### config.mk
export PLATFORM = sky130hd
export DESIGN_NAME = mqph_ram
export DESIGN_NICKNAME = d
export VERILOG_FILES = /design/src/hdl/mqph_ram.sv
export SDC_FILE = /design/constraint.sdc
export NUM_CORES = 1
export LEC_CHECK = 0
export BUFFER_PORTS_ARGS = -buffer_cell sky130_fd_sc_hd__buf_2
export CAP_MARGIN = 25
export CORE_MARGIN = 2
export CORE_UTILIZATION = 50
export DETAILED_ROUTE_END_ITERATION = 12
export GPL_TIMING_DRIVEN = 0
export PLACE_DENSITY = 0.68
export RECOVER_POWER = 25
export SLEW_MARGIN = 15
export SYNTH_ARGS = -nofsm -noshare
export SYNTH_HDL_FRONTEND = slang
export SYNTH_SLANG_ARGS = --single-unit
export TNS_END_PERCENT = 30
### constraint.sdc
create_clock -name clk -period 3.56 [get_ports clk]
set_input_delay 0 -clock clk [delete_from_list [all_inputs] [get_ports clk]]
set_output_delay 0 -clock clk [all_outputs]
set_load 0.02 [all_outputs]
### src/hdl/mqph_ram.sv
// generic single-port ram with registered read
module mqph_ram #(
	parameter int Width = 32,
	parameter int Depth = 16
) (
	input  logic                     clk,
	input  logic                     we,
	input  logic [$clog2(Depth)-1:0] addr,
	input  logic [Width-1:0]         wdata,
	output logic [Width-1:0]         rdata
);
	logic [Width-1:0] mem [Depth];

	always_ff @(posedge clk) begin
		if (we) begin
			mem[addr] <= wdata;
		end
		rdata <= mem[addr];
	end
endmodule

==> results.py <==
metrics = {
    "routing": {
        "drtIter0Drc": 746,
        "via_per_inst": 5.81,
        "wl_per_cell_microns": 25.8,
        "totalWireLength_microns": 41200,
        "antenna_left": 0,
        "firstDrtPassIters": 4,
        "drc": 0,
        "num_vias": 9278,
    },
    "synth": {
        "avgSynthCellArea_sq_um": 23.6,
        "yosys_register_bits": 544,
        "synth.yosys.seq_area_share_pct": 80.6,
        "syn_nets": 878,
        "synth.distinct_cells": 17,
        "synth_area_sq_um": 19900,
        "ys_warn_count": 0,
        "syn_inst": 840,
    },
    "power": {
        "powerDensity_nw_per_um2": 575,
        "ir_drop_mv": 0.403,
        "power_leakage_nw": 7.67,
        "power_mw": 13.6,
    },
    "cts": {
        "root_buffer": "clkbuf_16",
        "cts.sinks": 544,
        "cts_buffer_depth": 3,
        "cts_tree": "done",
        "clk_pin_slew_ps": 60,
        "clock_latency_ps": 580,
        "cts_made_buffers": 53,
        "h-tree-depth": 2,
    },
    "floorplan": {
        "core-area_sq_um": 39500,
        "start_util_pct": 50.3,
        "rows": 73,
        "die_area_sq_um": 41300,
        "die_h_microns": 203,
        "die_w_microns": 203,
        "io-pin-count": 70,
    },
    "min_path": {
        "hold_path_class": "in -> reg",
    },
    "timing": {
        "tightest_slew_ps": 1000,
        "slew_headroom_pct": 33.3,
        "hold_violations": 0,
        "period_minus_slack_ps": 2030,
        "fin_crit_sh_pct": 57.2,
        "fin_skew_ps": 10.3,
        "rsz0062_at_grt": "no",
        "finalSetupTns_ps": 0,
        "slew_viol_final": 0,
        "fmax_ghz": 0.491,
        "finalSetupViolations": 0,
        "layout_setup_ws_ps": 1530,
    },
    "placed_design": {
        "place_inst": 1469,
        "place_hpwl_microns": 25900,
        "dp_slack_ps": 904,
        "portBuffers": 67,
        "globalplace.congestion": 0.703,
    },
    "worst_setup_path": {
        "crit_path_end_kind": "flop",
        "critPathRequiredTime_ps": 3830,
        "worst_setup_path_start_kind": "input pin",
        "cp_max_fo": 17,
        "critPathKind": "in -> reg",
        "arrival_ps": 2310,
    },
    "global_routing": {
        "grt_pass1_vias": 9767,
        "grt_pass1_wl_microns": 62200,
        "gr-total-overflow": 0,
        "grt_max_degree": 20,
        "track_usage_pct": 20.8,
        "antenna_found_initial": 0,
    },
    "layout": {
        "diodes": 0,
        "fin_util_pct": 60.0,
        "area_growth_pct": 19.2,
        "nNetsFinal": 1069,
        "final_cells": 1598,
        "layout_commonest_cell": "edfxtp_1",
        "final_cell_mix": "edfxtp_1, mux4_2, a22oi_1",
        "drive_gt1_share_pct": 31.0,
    },
    "flow_run": {
        "maxCapViolations": 0,
    },
    "run_status": {
        "status": "completed",
    },
}
[sequential cells by signal (all words and copies together), names as in the netlist]
register	flops
mem	512
rdata	32
[area by class of cell]
type                            count  area [sq um]
Fill cell                        2803         15800
Clock buffer                       71          1470
Clock inverter                     26           313
Tap cell                          525           657
Buffer                             45           231
Sequential cell                   544         16000
Multi-Input combinational cell    251          3730
Timing Repair Buffer              136          1270
[where the power goes]
group | internal [mW] | switching [mW] | total [mW]
sequential | 7.16 | 0.0353 | 7.19
combinational | 0.297 | 0.432 | 0.729
clock | 3.41 | 2.29 | 5.70
total | 10.9 | 2.76 | 13.6
[per-stage QoR]
step / hold slack [ps] / cell area (sq um)
finish: 134 / 23700
global route: 179 / 23700
CTS: 121 / 23700
detailed placement: 381 / 21600
global placement: 370 / 20900
floorplan: 98.9 / 19900
[repair_timing]
item                                   in CTS  in global routing
setup buffers                               0                  0
endpoints found under the hold margin     512                  0
gates resized for setup                     0                  0
hold buffers                               32                  0
setup endpoints to repair                   0                  0
[worst paths after layout]
kind	startpoint	endpoint	slack (ps)	cells past startpoint
worst max register to register	mem[10][25]	rdata[25]	2170	3
worst min register to register	mem[15][5]	rdata[5]	680	3
worst max-delay path	addr[1]	mem[11][16]	1530	6
worst min-delay path	addr[3]	rdata[31]	130	4
[worst max-delay path, stage by stage]
cell      delay, ps
buf_2           240
buf_4           270
clkbuf_1        470
nand2_1         390
nor2_4          660
buf_16          250
[routing by layer]
| metal | up-vias | part of all wire (%) | track usage, % |
|---|---|---|---|
| met5 | - | 0 | 0 |
| met4 | 0 | 2.8 | 7.19 |
| met3 | 77 | 5.8 | 3.56 |
| met2 | 314 | 50 | 34.6 |
| met1 | 4917 | 41 | 28.3 |
| li1 | 3970 | - | - |
[kinds of logic after synthesis]
group / after synthesis / synth area share, %
and+or+nand+nor: 59 / 1.27
AOI/OAI and AO/OA: 64 / 2.42
muxes: 128 / 14.5
buffers and inverters: 45 / 1.17
DFF: 544 / 80.6
[Yosys cell counts]
| master | count | area (sq um) |
|---|---|---|
| buf_2 | 11 | 55.1 |
| nand3b_1 | 2 | 15.0 |
| nand2b_1 | 2 | 12.5 |
| buf_4 | 1 | 7.51 |
| nor3_1 | 4 | 20.0 |
| a22oi_1 | 64 | 480 |
| buf_6 | 6 | 67.6 |
| mux4_2 | 128 | 2880 |
| clkbuf_1 | 27 | 101 |
| nand3_1 | 1 | 5.00 |
| dfxtp_1 | 32 | 641 |
| and2_1 | 1 | 6.26 |
| edfxtp_1 | 512 | 15400 |
| nand2_1 | 33 | 124 |
| or3b_2 | 1 | 8.76 |
| nor2b_1 | 2 | 12.5 |
| nor2_1 | 13 | 48.8 |
Power figures use the tool's default switching activity.
